**src/design/ajb_pkg.sv**
```systemverilog
`timescale 1ns / 1ps

package ajb_pkg;

    // Ring geometry.
    localparam int SLOTS   = 16;
    localparam int SAMPLES = 32;

    localparam int SLOT_W = (SLOTS > 1) ? $clog2(SLOTS) : 1;
    localparam int POS_W  = (SAMPLES > 1) ? $clog2(SAMPLES) : 1;
    localparam int CNT_W  = $clog2(SLOTS + 1);
    localparam int ADDR_W = $clog2(SLOTS * SAMPLES);
    localparam int DATA_W = 16;
    localparam int REG_W  = 5;
    localparam int IDX_W  = 1;

    // Configuration register indexes.
    localparam logic [IDX_W-1:0] REG_PREBUFFER_MIN  = 1'd0;
    localparam logic [IDX_W-1:0] REG_OVERFLOW_LEVEL = 1'd1;

    typedef enum logic [2:0] {
        ACT_PUSH  = 3'd0,
        ACT_POP   = 3'd1,
        ACT_QUERY = 3'd2,
        ACT_FLUSH = 3'd3,
        ACT_RESET = 3'd4
    } action_t;

    typedef enum logic [2:0] {
        ST_STORED    = 3'd0,
        ST_DUPLICATE = 3'd1,
        ST_FULL      = 3'd2,
        ST_FRAME     = 3'd3,
        ST_UNDERRUN  = 3'd4,
        ST_READY     = 3'd5,
        ST_CLEARED   = 3'd6
    } status_t;

    typedef struct packed {
        status_t            status;
        logic signed [15:0] sample_out;
        logic               frame_last;
        logic [4:0]         fill_level;
        logic               ready_res;
        logic [31:0]        received_total;
        logic [31:0]        dropped_total;
        logic [31:0]        lost_total;
        logic [31:0]        underrun_total;
    } ajb_result_t;

    typedef struct packed {
        logic              we;
        logic [ADDR_W-1:0] waddr;
        logic [DATA_W-1:0] wdata;
        logic              re;
        logic [ADDR_W-1:0] raddr;
    } ajb_ram_req_t;

endpackage

```
**src/design/ajb_result_fifo.sv**
```systemverilog
`timescale 1ns / 1ps

module ajb_result_fifo
    import ajb_pkg::*;
(
    input  logic        aclk,
    input  logic        aresetn,
    input  logic        push,
    input  ajb_result_t push_data,
    output logic        room,
    output logic        out_valid,
    input  logic        out_ready,
    output ajb_result_t out_data
);

    ajb_result_t entry_reg [2];
    logic        wr_ptr_reg, wr_ptr_next;
    logic        rd_ptr_reg, rd_ptr_next;
    logic [1:0]  count_reg, count_next;
    logic        pop;

    assign room      = (count_reg != 2'd2);
    assign out_valid = (count_reg != 2'd0);
    assign out_data  = entry_reg[rd_ptr_reg];
    assign pop       = out_valid && out_ready;

    always_comb begin
        wr_ptr_next = push ? ~wr_ptr_reg : wr_ptr_reg;
        rd_ptr_next = pop ? ~rd_ptr_reg : rd_ptr_reg;
        count_next  = count_reg + 2'(push) - 2'(pop);
    end

    always_ff @(posedge aclk) begin
        if (!aresetn) begin
            wr_ptr_reg <= 1'b0;
            rd_ptr_reg <= 1'b0;
            count_reg  <= 2'd0;
        end else begin
            wr_ptr_reg <= wr_ptr_next;
            rd_ptr_reg <= rd_ptr_next;
            count_reg  <= count_next;
        end
    end

    always_ff @(posedge aclk) begin
        if (push) begin
            entry_reg[wr_ptr_reg] <= push_data;
        end
    end

endmodule

```
**config.mk**
```make
export PLATFORM = sky130hd
export DESIGN_NAME = ajb_result_fifo
export DESIGN_NICKNAME = d
export VERILOG_FILES = /design/src/design/ajb_pkg.sv /design/src/design/ajb_result_fifo.sv
export SDC_FILE = /design/constraint.sdc
export NUM_CORES = 1
export LEC_CHECK = 0
export ABC_AREA = 1
export BUFFER_PORTS_ARGS = -buffer_cell sky130_fd_sc_hd__buf_2
export CAP_MARGIN = 20
export CORE_ASPECT_RATIO = 0.8
export CORE_MARGIN = 4
export CORE_UTILIZATION = 30
export CTS_BUF_LIST = sky130_fd_sc_hd__clkbuf_4 sky130_fd_sc_hd__clkbuf_8
export DETAILED_ROUTE_END_ITERATION = 6
export PLACE_DENSITY = 0.47
export SLEW_MARGIN = 20
export SYNTH_ARGS = -nofsm -noshare
export SYNTH_HDL_FRONTEND = slang
export SYNTH_SLANG_ARGS = --single-unit
```
**constraint.sdc**
```tcl
create_clock -name aclk -period 22.4 [get_ports aclk]
set_input_delay 0 -clock aclk [delete_from_list [all_inputs] [get_ports aclk]]
set_output_delay 0 -clock aclk [all_outputs]
set_load 0.005 [all_outputs]
```
; After elaboration in Yosys (flattened, before gate mapping)
; Memory sizes are Yosys's and may differ from the RTL's. A register that Yosys moved wholly into a read port is not among the register bits.
; Cells that the tools add are included.
; Widths: inputs -> output; s select.
[classes]
addsub = 2
eq_ne = 1
n_mux = 4
n_bitwise = 2
n_reduce_logical = 2
[op_table]
columns = cell, n
row1 = $mux 1, 4
row2 = $add 2x1->2, 1
row3 = $ne 2x2->1 const B, 1
row4 = $not 1->1, 2
row5 = $reduce_bool 2->1, 1
row6 = $sub 2x1->2, 1
row7 = $logic_and 1x1->1, 1
[word_totals]
regBits = 4
ram_bits = 308
inputBits = 158
output_inout_bits = 156
word_cells = 15
mem_count = 1
[mem_list]
columns = name, depth, word_bits, read_ports, rd_clocked_by_memory_dff, write_ports, line_no
row1 = entry_reg, 2, 154, 1, 1, 1, ajb_result_fifo.sv:16  ; ajb_result_t entry_reg [2];

; Logic depth before layout (Yosys ltp)
[logic_depth]
ltp_word = 4
mapped_depth = 10
ltp_nobuf = 10

; Least setup slack after synthesis
; OpenSTA, ideal clock, no wires.
[synth_timing]
path_kind = register -> register
start = register wr_ptr_reg
end = memory entry_reg[0][0] (netlist bit) (enable)
setup_time_ns = 0.674
t_arrival_ns = 6.701
t_required_ns = 21.726
path_slack_ns = 15.025
stages_incl_launch_ff = 2
path_buffers = 0
synth_period_minus_slack_ns = 7.375
cell_sequence = dfxtp_1 > nor2_1
[synth_lines]
columns = element, line_no
row1 = start: declaration, ajb_result_fifo.sv:17  ; logic wr_ptr_reg, wr_ptr_next;
row2 = start signal: assignment, ajb_result_fifo.sv:39  ; wr_ptr_reg <= wr_ptr_next;
row3 = end: declaration, ajb_result_fifo.sv:16
; No word-level cell before the write port.

==> flow_metrics.py <==
metrics = {
    "place": {
        "dp_cells": 1312,
        "dp_hpwl_um": 16500,
        "place_congestion": 0.7064,
        "portBuffers": 313,
    },
    "clock_tree": {
        "root_buffer": "clkbuf_8",
        "clkLatencyLatePin_ps": 570,
        "clkSinkCount": 313,
        "cts_buffers": 53,
        "clock_path_buffers": 3,
        "cts_setup_buffers": 0,
        "clkSlewWorstSetupHoldPaths_ps": 60,
        "htree_levels": 2,
        "cts_tree": "yes",
    },
    "timing": {
        "rsz0062_at_grt": "no",
        "slew_violations": 0,
        "finalSetupViolCount": 0,
        "timing.slew.headroom": 0.2900,
        "tightest_slew_ps": 1065,
        "fin_skew_ps": 25.59,
        "finalHoldViolations": 0,
        "fmax_mhz": 269.4,
        "fin_crit_ps": 3711,
        "setup_tns_ps": 0,
        "fin_crit_sh": 0.1657,
    },
    "global_route": {
        "antenna_found_initial": 0,
        "grt.overflow.total": 0,
        "first_global_vias": 7101,
        "grt_usage": 0.1219,
        "grt_max_degree": 83,
        "grt_pass1_wl_um": 39810,
    },
    "power": {
        "p_per_area_mw_per_mm2": 88.35,
        "power_leakage_nw": 6.241,
        "p_total_mw": 1.435,
        "vdd_ir_drop_max_mv": 0.06096,
    },
    "logic_synthesis": {
        "syn-cell-area_sq_mm": 0.01158,
        "synth_area_per_cell_sq_um": 22.49,
        "yosys.area_share.simple": 0.006698,
        "synth_top_family_by_area": "multiplexers",
        "synthMuxAreaShare": 0.1692,
        "synth.top_cell.area_share": 0.7986,
        "synth_adder_area_share": 0.002161,
        "yosysTopAreaCell": "edfxtp_1",
        "synth_cells": 515,
        "synth_xor_area_frac": 0,
        "synth_compound_area_frac": 0.0004322,
        "yosys_warnings": 0,
        "yosys-top-cells-area": "edfxtp_1, mux2_2, mux2_4, dfxtp_1, buf_6",
        "synth_seq_cells": 313,
        "syn-num-nets": 675,
        "ys_seq_area_frac": 0.8073,
        "ys_types": 12,
    },
    "worst_setup_path": {
        "worstSetupStartpointType": "register",
        "cp.required_ps": 22400,
        "reg2reg_depth": 3,
        "end_kind": "output pin",
        "path_class": "reg -> out",
        "worstPathArrival_ps": 3710,
        "crit_fanout": 53,
    },
    "finish": {
        "stdcell_count": 1558,
        "fin_nets": 1192,
        "largest_register_ffs": 308,
        "diodes": 0,
        "area_delta_synth_final_pct": 40.29,
        "drive_above_1_share": 0.5212,
        "nFillCells": 3514,
    },
    "route": {
        "initialDrtViolationCount": 269,
        "route.detailed.drc": 0,
        "wl_per_cell_um": 16.80,
        "antenna_left": 0,
        "vias": 6464,
        "viasPerCell": 4.149,
        "first_pass_iters": 4,
        "wl_um": 26180,
    },
    "die": {
        "row_count": 64,
        "dieWidth_um": 227.7,
        "ios": 314,
        "fp.dieH_um": 183.7,
        "initial_core_util": 0.3032,
        "die-area_sq_mm": 0.04183,
        "core_area_sq_mm": 0.03820,
    },
    "run": {
        "drv_cap": 0,
    },
    "hold_path": {
        "holdPathStages": 2,
        "hp-class": "in -> reg",
    },
    "run_status": {
        "status": "completed",
    },
}
cell usage in the layout (no fill, tap or decap), drive strengths merged:
| cell | count |
|---|---|
| clkinvlp | 2 |
| edfxtp | 308 |
| nor2 | 9 |
| dlygate4sd3 | 160 |
| a21oi | 1 |
| buf | 319 |
| dfxtp | 5 |
| clkbuf | 73 |
| inv | 8 |
| mux2 | 154 |
| clkinv | 11 |
| nand2 | 9 |
| nand3 | 2 |
| ha | 2 |
routing by layer:
layer,up-vias,wire length (um),GRT usage,share of wire
met5,-,0,0,0
met4,0,523,0.03484,0.020
met3,46,2092,0.04390,0.080
met2,203,12200,0.1973,0.47
met1,3155,11360,0.1553,0.43
li1,3060,-,-,-
final cells by class:
class,instances,area (sq um),area share
sequential,313,9353,0.5757
timing repair buffer,479,3213,0.1978
multi-input combinational,177,2074,0.1277
clock buffer,73,892.1,0.05491
tap,495,619.3,0.03812
clock inverter,13,60.06,0.003697
inverter,8,35.03,0.002156
critical path, cell delays in order (launching register included):
cell and delay (ps):
dfxtp_4 870, buf_4 780, buf_4 830, mux2_2 430
buf_2 130
worst paths after layout:
path	start	to	slack (ps)
min reg2reg	rd_ptr_reg	rd_ptr_reg	500
max reg2reg	wr_ptr_reg	entry_reg[0][114]	19750
min	push_data[67]	entry_reg[0][67]	150
max	register	out_data[36]	18690
where the power goes:
part / internal, mW / switching, mW / total [mW]
Sequential: 0.682 / 0.0197 / 0.701
Combinational: 0.154 / 0.114 / 0.268
Clock: 0.253 / 0.212 / 0.466
Total: 1.09 / 0.347 / 1.44
cells by family (layout without fill, tap and decap cells):
group                    after synthesis  after routing
AND/OR/NAND/NOR                       20             20
AO/OA/AOI/OAI                          1              1
flip-flops                           313            313
adder cells (fa/ha/maj)                2              2
multiplexers                         154            154
buffers and inverters                 25            573
stage by stage:
step | worst slack, ps | hold slack [ps] | area [sq um] | util
2_1_floorplan | 15030 | 93.45 | 11580 | -
5_1_grt | 18380 | 84.33 | 16250 | 0.4253
4_1_cts | 18490 | 75.79 | 16250 | 0.4253
6_report | 18690 | 148.5 | 16250 | 0.4253
3_3_place_gp | 19150 | 188.3 | 13690 | 0.3585
3_5_place_dp | 19150 | 190.7 | 13690 | 0.3585
repair_timing:
item                                   CTS  global route
endpoints found under the hold margin  327             0
gates resized for setup                  0             0
hold buffers                           160             0
cell usage after synthesis:
cell,number
a21oi_1,1
nand2_1,9
buf_6,8
buf_2,9
nor2_1,9
ha_1,2
edfxtp_1,308
mux2_2,94
dfxtp_1,5
mux2_4,60
inv_1,8
nand3_1,2
Power figures use the tool's default switching activity.
