## src/design/ajb_pkg.sv

```systemverilog
`timescale 1ns / 1ps

package ajb_pkg;

    // Ring geometry.
    localparam int SLOTS   = 16;
    localparam int SAMPLES = 32;

    localparam int SLOT_W = (SLOTS > 1) ? $clog2(SLOTS) : 1;
    localparam int POS_W  = (SAMPLES > 1) ? $clog2(SAMPLES) : 1;
    localparam int CNT_W  = $clog2(SLOTS + 1);
    localparam int ADDR_W = $clog2(SLOTS * SAMPLES);
    localparam int DATA_W = 16;
    localparam int REG_W  = 5;
    localparam int IDX_W  = 1;

    // Configuration register indexes.
    localparam logic [IDX_W-1:0] REG_PREBUFFER_MIN  = 1'd0;
    localparam logic [IDX_W-1:0] REG_OVERFLOW_LEVEL = 1'd1;

    typedef enum logic [2:0] {
        ACT_PUSH  = 3'd0,
        ACT_POP   = 3'd1,
        ACT_QUERY = 3'd2,
        ACT_FLUSH = 3'd3,
        ACT_RESET = 3'd4
    } action_t;

    typedef enum logic [2:0] {
        ST_STORED    = 3'd0,
        ST_DUPLICATE = 3'd1,
        ST_FULL      = 3'd2,
        ST_FRAME     = 3'd3,
        ST_UNDERRUN  = 3'd4,
        ST_READY     = 3'd5,
        ST_CLEARED   = 3'd6
    } status_t;

    typedef struct packed {
        status_t            status;
        logic signed [15:0] sample_out;
        logic               frame_last;
        logic [4:0]         fill_level;
        logic               ready_res;
        logic [31:0]        received_total;
        logic [31:0]        dropped_total;
        logic [31:0]        lost_total;
        logic [31:0]        underrun_total;
    } ajb_result_t;

    typedef struct packed {
        logic              we;
        logic [ADDR_W-1:0] waddr;
        logic [DATA_W-1:0] wdata;
        logic              re;
        logic [ADDR_W-1:0] raddr;
    } ajb_ram_req_t;

endpackage

```

## src/design/ajb_ctrl.sv

```systemverilog
`timescale 1ns / 1ps

module ajb_ctrl
    import ajb_pkg::*;
(
    input  logic               aclk,
    input  logic               aresetn,
    input  logic               cfg_wr_en,
    input  logic [IDX_W-1:0]   cfg_index,
    input  logic [REG_W-1:0]   cfg_data,
    input  logic               in_valid,
    output logic               in_ready,
    input  logic [2:0]         in_action,
    input  logic [31:0]        in_seq,
    input  logic signed [15:0] in_sample,
    input  logic               res_room,
    output logic               res_push,
    output ajb_result_t        res_data,
    output ajb_ram_req_t       ram_req,
    input  logic [DATA_W-1:0]  ram_rdata
);

    typedef enum logic [2:0] {
        S_IDLE  = 3'b001,
        S_FRAME = 3'b010,
        S_UNDER = 3'b100
    } state_t;

    state_t              state_reg, state_next;
    logic [REG_W-1:0]    prebuf_reg, prebuf_next;
    logic [REG_W-1:0]    ovf_reg, ovf_next;
    logic [SLOT_W-1:0]   wr_slot_reg, wr_slot_next;
    logic [SLOT_W-1:0]   rd_slot_reg, rd_slot_next;
    logic [SLOT_W-1:0]   pop_slot_reg, pop_slot_next;
    logic [CNT_W-1:0]    held_reg, held_next;
    logic                started_reg, started_next;
    logic                known_reg, known_next;
    logic [31:0]         exp_seq_reg, exp_seq_next;
    logic [POS_W-1:0]    pos_reg, pos_next;
    logic                kept_reg, kept_next;
    logic                full_drop_reg, full_drop_next;
    logic [31:0]         rx_reg, rx_next;
    logic [31:0]         drop_reg, drop_next;
    logic [31:0]         loss_reg, loss_next;
    logic [31:0]         under_reg, under_next;
    logic [POS_W-1:0]    issue_pos_reg, issue_pos_next;
    logic                issue_done_reg, issue_done_next;
    logic                rd_valid_reg, rd_valid_next;
    logic [POS_W-1:0]    out_pos_reg, out_pos_next;

    logic                in_fire;
    logic                seq_push;
    logic                seq_issue;
    logic                item_push;
    status_t             item_status;
    logic                out_last;

    function automatic logic [SLOT_W-1:0] slot_inc(input logic [SLOT_W-1:0] s);
        slot_inc = (32'(s) == SLOTS - 1) ? '0 : s + SLOT_W'(1);
    endfunction

    assign in_ready = (state_reg == S_IDLE) && res_room;
    assign in_fire  = in_valid && in_ready;
    assign out_last = (32'(out_pos_reg) == SAMPLES - 1);

    always_comb begin
        state_next      = state_reg;
        prebuf_next     = prebuf_reg;
        ovf_next        = ovf_reg;
        wr_slot_next    = wr_slot_reg;
        rd_slot_next    = rd_slot_reg;
        pop_slot_next   = pop_slot_reg;
        held_next       = held_reg;
        started_next    = started_reg;
        known_next      = known_reg;
        exp_seq_next    = exp_seq_reg;
        pos_next        = pos_reg;
        kept_next       = kept_reg;
        full_drop_next  = full_drop_reg;
        rx_next         = rx_reg;
        drop_next       = drop_reg;
        loss_next       = loss_reg;
        under_next      = under_reg;
        issue_pos_next  = issue_pos_reg;
        issue_done_next = issue_done_reg;
        rd_valid_next   = rd_valid_reg;
        out_pos_next    = out_pos_reg;
        item_push       = 1'b0;
        item_status     = ST_STORED;
        seq_push        = 1'b0;
        seq_issue       = 1'b0;
        ram_req.we      = 1'b0;
        ram_req.waddr   = '0;
        ram_req.wdata   = in_sample;

        if (cfg_wr_en) begin
            case (cfg_index)
                REG_PREBUFFER_MIN:  prebuf_next = cfg_data;
                REG_OVERFLOW_LEVEL: ovf_next = cfg_data;
                default: ;
            endcase
        end

        case (state_reg)
            S_FRAME: begin
                seq_push  = rd_valid_reg && res_room;
                seq_issue = !issue_done_reg && (!rd_valid_reg || seq_push);
                if (seq_issue) begin
                    issue_pos_next  = issue_pos_reg + POS_W'(1);
                    issue_done_next = (32'(issue_pos_reg) == SAMPLES - 1);
                end
                rd_valid_next = seq_issue ? 1'b1 : (seq_push ? 1'b0 : rd_valid_reg);
                if (seq_push) begin
                    out_pos_next = out_pos_reg + POS_W'(1);
                    if (out_last) begin
                        state_next = S_IDLE;
                    end
                end
            end
            S_UNDER: begin
                seq_push = res_room;
                if (seq_push) begin
                    out_pos_next = out_pos_reg + POS_W'(1);
                    if (out_last) begin
                        state_next = S_IDLE;
                    end
                end
            end
            default: begin
                if (in_fire) begin
                    case (in_action)
                        ACT_PUSH: begin
                            if (pos_reg == '0) begin
                                rx_next   = rx_reg + 32'd1;
                                kept_next = 1'b0;
                                if (known_reg && (in_seq < exp_seq_reg)) begin
                                    drop_next      = drop_reg + 32'd1;
                                    full_drop_next = 1'b0;
                                end else begin
                                    if (known_reg && (in_seq > exp_seq_reg)) begin
                                        loss_next    = loss_reg + (in_seq - exp_seq_reg);
                                        wr_slot_next = '0;
                                        rd_slot_next = '0;
                                        held_next    = '0;
                                        started_next = 1'b0;
                                    end
                                    exp_seq_next = in_seq + 32'd1;
                                    known_next   = 1'b1;
                                    if (32'(held_next) >= 32'(ovf_reg)) begin
                                        wr_slot_next = '0;
                                        rd_slot_next = '0;
                                        held_next    = '0;
                                        started_next = 1'b0;
                                    end
                                    if (32'(held_next) >= SLOTS) begin
                                        drop_next      = drop_reg + 32'd1;
                                        full_drop_next = 1'b1;
                                    end else begin
                                        kept_next = 1'b1;
                                    end
                                end
                            end
                            ram_req.we    = kept_next;
                            ram_req.waddr = ADDR_W'(32'(wr_slot_next) * SAMPLES
                                                    + 32'(pos_reg));
                            if (32'(pos_reg) == SAMPLES - 1) begin
                                pos_next  = '0;
                                item_push = 1'b1;
                                if (kept_next) begin
                                    wr_slot_next = slot_inc(wr_slot_next);
                                    held_next    = held_next + CNT_W'(1);
                                    kept_next    = 1'b0;
                                    item_status  = ST_STORED;
                                end else begin
                                    item_status = full_drop_next ? ST_FULL : ST_DUPLICATE;
                                end
                            end else begin
                                pos_next = pos_reg + POS_W'(1);
                            end
                        end
                        ACT_POP: begin
                            pos_next     = '0;
                            kept_next    = 1'b0;
                            out_pos_next = '0;
                            if (held_reg == '0) begin
                                under_next   = under_reg + 32'd1;
                                started_next = 1'b0;
                                state_next   = S_UNDER;
                            end else begin
                                pop_slot_next   = rd_slot_reg;
                                rd_slot_next    = slot_inc(rd_slot_reg);
                                held_next       = held_reg - CNT_W'(1);
                                issue_pos_next  = '0;
                                issue_done_next = 1'b0;
                                rd_valid_next   = 1'b0;
                                state_next      = S_FRAME;
                            end
                        end
                        ACT_QUERY: begin
                            pos_next  = '0;
                            kept_next = 1'b0;
                            if (!started_reg && (32'(held_reg) >= 32'(prebuf_reg))) begin
                                started_next = 1'b1;
                            end
                            item_push   = 1'b1;
                            item_status = ST_READY;
                        end
                        ACT_FLUSH: begin
                            pos_next     = '0;
                            kept_next    = 1'b0;
                            wr_slot_next = '0;
                            rd_slot_next = '0;
                            held_next    = '0;
                            started_next = 1'b0;
                            known_next   = 1'b0;
                            item_push    = 1'b1;
                            item_status  = ST_CLEARED;
                        end
                        ACT_RESET: begin
                            pos_next       = '0;
                            kept_next      = 1'b0;
                            wr_slot_next   = '0;
                            rd_slot_next   = '0;
                            held_next      = '0;
                            started_next   = 1'b0;
                            known_next     = 1'b0;
                            exp_seq_next   = '0;
                            full_drop_next = 1'b0;
                            rx_next        = '0;
                            drop_next      = '0;
                            loss_next      = '0;
                            under_next     = '0;
                            item_push      = 1'b1;
                            item_status    = ST_CLEARED;
                        end
                        default: ;
                    endcase
                end
            end
        endcase

        ram_req.re    = seq_issue;
        ram_req.raddr = ADDR_W'(32'(pop_slot_reg) * SAMPLES + 32'(issue_pos_reg));
    end

    // Single results carry the state after the item; frame results carry the
    // state that the pop left, which stays put until the frame is out.
    always_comb begin
        res_push = item_push || seq_push;
        if (state_reg == S_IDLE) begin
            res_data.status         = item_status;
            res_data.sample_out     = '0;
            res_data.frame_last     = 1'b1;
            res_data.fill_level     = 5'(held_next);
            res_data.ready_res      = started_next;
            res_data.received_total = rx_next;
            res_data.dropped_total  = drop_next;
            res_data.lost_total     = loss_next;
            res_data.underrun_total = under_next;
        end else begin
            res_data.status         = (state_reg == S_FRAME) ? ST_FRAME : ST_UNDERRUN;
            res_data.sample_out     = (state_reg == S_FRAME) ? ram_rdata : '0;
            res_data.frame_last     = out_last;
            res_data.fill_level     = 5'(held_reg);
            res_data.ready_res      = started_reg;
            res_data.received_total = rx_reg;
            res_data.dropped_total  = drop_reg;
            res_data.lost_total     = loss_reg;
            res_data.underrun_total = under_reg;
        end
    end

    always_ff @(posedge aclk) begin
        if (!aresetn) begin
            state_reg      <= S_IDLE;
            prebuf_reg     <= REG_W'(4);
            ovf_reg        <= REG_W'(12);
            wr_slot_reg    <= '0;
            rd_slot_reg    <= '0;
            held_reg       <= '0;
            started_reg    <= 1'b0;
            known_reg      <= 1'b0;
            exp_seq_reg    <= '0;
            pos_reg        <= '0;
            kept_reg       <= 1'b0;
            full_drop_reg  <= 1'b0;
            rx_reg         <= '0;
            drop_reg       <= '0;
            loss_reg       <= '0;
            under_reg      <= '0;
            issue_done_reg <= 1'b0;
            rd_valid_reg   <= 1'b0;
        end else begin
            state_reg      <= state_next;
            prebuf_reg     <= prebuf_next;
            ovf_reg        <= ovf_next;
            wr_slot_reg    <= wr_slot_next;
            rd_slot_reg    <= rd_slot_next;
            held_reg       <= held_next;
            started_reg    <= started_next;
            known_reg      <= known_next;
            exp_seq_reg    <= exp_seq_next;
            pos_reg        <= pos_next;
            kept_reg       <= kept_next;
            full_drop_reg  <= full_drop_next;
            rx_reg         <= rx_next;
            drop_reg       <= drop_next;
            loss_reg       <= loss_next;
            under_reg      <= under_next;
            issue_done_reg <= issue_done_next;
            rd_valid_reg   <= rd_valid_next;
        end
    end

    always_ff @(posedge aclk) begin
        pop_slot_reg  <= pop_slot_next;
        issue_pos_reg <= issue_pos_next;
        out_pos_reg   <= out_pos_next;
    end

    a_held_bound: assert property (@(posedge aclk) disable iff (!aresetn)
        32'(held_reg) <= SLOTS)
        else $error("ring level above slot count");

    a_push_has_room: assert property (@(posedge aclk) disable iff (!aresetn)
        res_push |-> res_room)
        else $error("result pushed into a full queue");

    a_rd_valid_in_frame: assert property (@(posedge aclk) disable iff (!aresetn)
        rd_valid_reg |-> (state_reg == S_FRAME))
        else $error("read data pending outside a frame");

    a_empty_pop_underruns: assert property (@(posedge aclk) disable iff (!aresetn)
        (in_fire && (in_action == ACT_POP) && (held_reg == '0)) |=>
            (state_reg == S_UNDER))
        else $error("pop on an empty ring did not underrun");

    a_no_write_while_busy: assert property (@(posedge aclk) disable iff (!aresetn)
        ram_req.we |-> (state_reg == S_IDLE))
        else $error("slot write during a frame read");

endmodule

```

## config.mk

```make
export PLATFORM = sky130hd
export DESIGN_NAME = ajb_ctrl
export DESIGN_NICKNAME = d
export VERILOG_FILES = /design/src/design/ajb_pkg.sv /design/src/design/ajb_ctrl.sv
export SDC_FILE = /design/constraint.sdc
export NUM_CORES = 1
export LEC_CHECK = 0
export BUFFER_PORTS_ARGS = -buffer_cell sky130_fd_sc_hd__clkbuf_2
export CAP_MARGIN = 20
export CELL_PAD_IN_SITES_DETAIL_PLACEMENT = 1
export CELL_PAD_IN_SITES_GLOBAL_PLACEMENT = 2
export CORE_UTILIZATION = 35
export DETAILED_ROUTE_END_ITERATION = 6
export HOLD_SLACK_MARGIN = 0.08
export PLACE_DENSITY_LB_ADDON = 0.3
export SETUP_SLACK_MARGIN = 0.2
export SLEW_MARGIN = 10
export SYNTH_ARGS = -nofsm -noshare
export SYNTH_HDL_FRONTEND = slang
export SYNTH_SLANG_ARGS = --single-unit
```

## constraint.sdc

```tcl
create_clock -name aclk -period 12.8 [get_ports aclk]
set_input_delay 0.64 -clock aclk [delete_from_list [all_inputs] [get_ports aclk]]
set_output_delay 0.64 -clock aclk [all_outputs]
set_load 0.01 [all_outputs]
```

; Word-level counts from Yosys, hierarchy flattened
; Cells that the tools add are included.
[word_totals]
register_bits = 211
out_inout_bits = 192
wordCells = 241
[classes]
add_sub_neg = 15
n_lt_le_gt_ge = 5
n_eq_ne = 21
muxes = 136
bitwise_logic = 4
n_reduce_logical = 39
[op_table]
columns = op, count
row1 = 32-bit two-way mux, 18
row2 = 32-bit one-hot mux with 2 select lines, 5
row3 = 5-bit two-way mux, 31
row4 = 154-bit two-way mux, 1
row5 = 32-bit by 1-bit adder with 32-bit output (second input constant), 4
row6 = 4-bit two-way mux, 16
row7 = 1-bit two-way mux, 33
row8 = 32-bit adder, 1
row9 = 32-bit > comparator, 1
row10 = 32-bit < comparator, 1
row11 = 32-bit subtractor, 1
row12 = 10-bit two-way mux, 3
row13 = 5-bit one-hot mux with 2 select lines, 3
row14 = 3-bit two-way mux, 9
row15 = 5-bit by 1-bit adder with 5-bit output (second input constant), 4
row16 = 5-bit AND reduction, 4
row17 = 9-bit by 5-bit adder with 9-bit output, 2
row18 = 16-bit two-way mux, 1
row19 = 5-bit equality test (second input constant), 3
row20 = 5-bit one-hot mux with 3 select lines, 1
row21 = 1-bit one-hot mux with 2 select lines, 7
row22 = 2-bit inequality test (second input constant), 6
row23 = 4-bit one-hot mux with 3 select lines, 1
row24 = 5-bit >= comparator, 2
row25 = other kinds (29), 62

; Depth between registers and ports, before layout
[logic_depth]
word_depth = 29
mapped_depth = 23
depth_no_buf = 21

; Worst setup path before layout
; OpenSTA, ideal clock, no wires.
[synth_path]
kind = input-to-output
startpoint = in in_seq[13]
endpoint = out res_data[133] (netlist name)
t_arrival_ns = 4.426
t_required_ns = 12.160
slack_ns = 7.734
stages = 20
path_buffers = 2
path_cell_list = ha_1 > nand4_1 > or4_4 > o31ai_4 > a21oi_1 > nor2_1 > and2_1 > ha_1 > a31oi_1 > a21o_1 > a31oi_1 > o21ai_0 > buf_2 > clkbuf_1 > and2_1 > ha_1 > nand3_1 > nor4_1 > xnor2_1 > o21ai_0
[synth_rtl]
columns = element, line
row1 = start: declaration, ajb_ctrl.sv:14  ; input logic [31:0] in_seq,
row2 = end: declaration, ajb_ctrl.sv:18  ; output ajb_result_t res_data,

==> results.cfg <==
[run_status]
outcome = finished clean

[grt]
antenna_found_initial = 0
grt_max_degree = 69
grt.total_usage = 0.2362
grt_pass1_wl_mm = 84.48
grt_pass1_vias = 15490
gr-total-overflow = 0

[timing]
fin_skew_ns = 0.02436
finalCritPeriodShare = 0.4888
relSlewSlack = 0.2636
fin_crit_ns = 6.256
drv_slew = 0
max_slew.worst_pin.slew_ns = 1.102
hold_viol = 0
grt_setup_unrepaired = no
fmaxAchievable_mhz = 159.8
tns_ns = 0
finalSetupViolCount = 0

[route]
drtIter0Drc = 738
drc = 0
vias_per_cell = 5.403
vias = 15040
routed_wl_mm = 53.66
drtAntennaViolNets = 0
first_pass_iters = 4
routedWlPerCell_um = 19.28

[floorplanning]
num_io_pins = 270
fp.coreArea_mm2 = 0.04317
die_x_um = 211.5
dieArea_mm2 = 0.04472
die_y_um = 211.5
rows = 76
initial_core_util = 0.3558

[cells_and_area]
fillCellCount = 5362
final_cell_mix = 237 x clkbuf_2, 197 x dfxtp_1, 192 x inv_1
layout.cells.non_filler = 2783
layout.nets = 2374
postLayoutCoreUtil = 0.4137
diodes = 0
seqCellArea_mm2 = 0.004364
mostFrequentLayoutCell = clkbuf_2
drive_above_1_share = 0.1583
syn_to_final_growth_pct = 16.28
multi_input_area_mm2 = 0.009797

[yosys]
synth.cell_area_mm2 = 0.01536
synth_top_family_by_area = simple AND/OR/NAND/NOR gates
synth-xor-area-share = 0.05532
yosys.area_share.adder = 0.1121
synthSimpleGateAreaFrac = 0.2719
synthesis.nets = 2195
synthArstFlopShare = 0
synthTopCellsByArea = dfxtp_1 26%, ha_1 7.2%, and2_1 4.8%
synth_edf_count = 14
synth-seq-cells = 211
syn_inst = 1998
synth_top_area_share = 0.2568
ys.flop_type = dfxtp_1
yosysTopAreaCell = dfxtp_1
ys_warn_count = 0
avgSynthCellArea_um2 = 7.687
synth.distinct_cells = 79
synthMuxAreaShare = 0.01637
synth_compound_area_frac = 0.1799
yosysSeqAreaShare = 0.2842

[critical_path]
cp_max_fo = 13
critPathKind = reg2out
crit_path_end_kind = output pin
regToRegSetupSlack_ns = 7.76
required_ns = 12.16
worstPathArrival_ns = 5.62
critical_path.startpoint_type = flop

[cts]
cts_setup_buffers = 0
numCtsBuffers = 28
clk_pin_slew_ns = 0.06
root_buffer = clkbuf_16
cts_sinks = 211
cts_max_path_buffers = 3
cts_tree = yes
worstSkewPairLatency_ns = 0.58
cts_hold_buffers = 0
postCtsResizedCells = 0
cts_max_level = 1

[power]
totalPowerFinal_mw = 1.681
p_leak_nw = 7.756
powerDensity_mw_per_mm2 = 94.15
irDropWorstVdd_uv = 84.92

[place]
dp_cells = 2732
numPortBuffers = 237
place_hpwl_mm = 40.35
gp_congestion = 0.8552

[flow_run]
cap_violations = 0

[min_path]
min_path_type = in2reg
## stage by stage
stage / worst slack (ns) / hold WS, ns / area, um2
final: 6.544 / 0.3303 / 17860
after global routing: 6.185 / 0.3251 / 17860
after CTS: 6.486 / 0.2992 / 17860
after detailed placement: 6.703 / 0.4585 / 16960
after global placement: 6.859 / 0.4411 / 16960
after floorplan: 7.734 / 0.4319 / 15360
## routing by layer
metal	GRT usage	vias to the layer above	wire length, um
met2	0.4248	254	26700
met3	0.03486	80	1957
met1	0.2892	7413	23480
met5	0	-	0
met4	0.06872	0	1524
li1	-	7290	-
## synth_stat cells (16+ instances only)
master and number:
a21o_1 25, a21oi_1 130, a22o_1 22, a31oi_1 31
and2_1 118, and3_1 45, buf_4 20, clkbuf_1 78
dfxtp_1 197, fa_1 31, ha_1 88, inv_1 193
mux2i_1 24, nand2_1 177, nand2b_1 17, nand3_1 113
nand4_1 44, nor2_1 167, nor3_1 40, o21ai_0 101
o31ai_1 16, xnor2_1 57, xor2_1 40
## report_power, final
group          switching (mW)  internal, mW
registers             0.00451         0.668
clock network           0.317         0.453
logic                   0.154        0.0852
total                   0.476          1.21
## area by class of cell
type	instances	share of cell area
Multi-Input combinational cell	1485	0.5486
Inverter	193	0.04057
Clock buffer	44	0.04764
Timing Repair Buffer	258	0.07525
Tap cell	585	0.04099
Clock inverter	7	0.002592
Sequential cell	211	0.2444
## final timing paths
path,from,endpoint,depth (start not counted)
min reg2reg,ovf_reg[2]$_SDFFE_PN1P_,ovf_reg[2]$_SDFFE_PN1P_,2
max,exp_seq_reg[27]$_SDFFE_PN0P_,res_data[75],17
max reg2reg,exp_seq_reg[27]$_SDFFE_PN0P_,drop_reg[11]$_SDFF_PN0_,16
min,cfg_data[2],prebuf_reg[2]$_SDFFE_PN1P_,3
## kinds of logic after synthesis
family	after synthesis
compound gates	433
mux	25
xor+xnor	97
flops	211
buf+inv	302
simple gates	811
fa+ha+maj	119
## critical path: stages, from the launching register on
cell and delay (ns):
dfxtp_1 0.38, inv_1 0.06, ha_1 0.31, nand4_1 0.29, or4_4 0.62, o31ai_4 0.26, a21oi_1 0.07, nor2_1 0.31
and2_1 0.18, ha_1 0.24, a31oi_1 0.20, a21o_1 0.18, nand4_1 0.12, nor2_1 0.83, o2111ai_1 0.23, or4_1 0.47
nand3_1 0.13, clkbuf_2 0.15
Note: power is estimated with default switching activity, not from simulation.
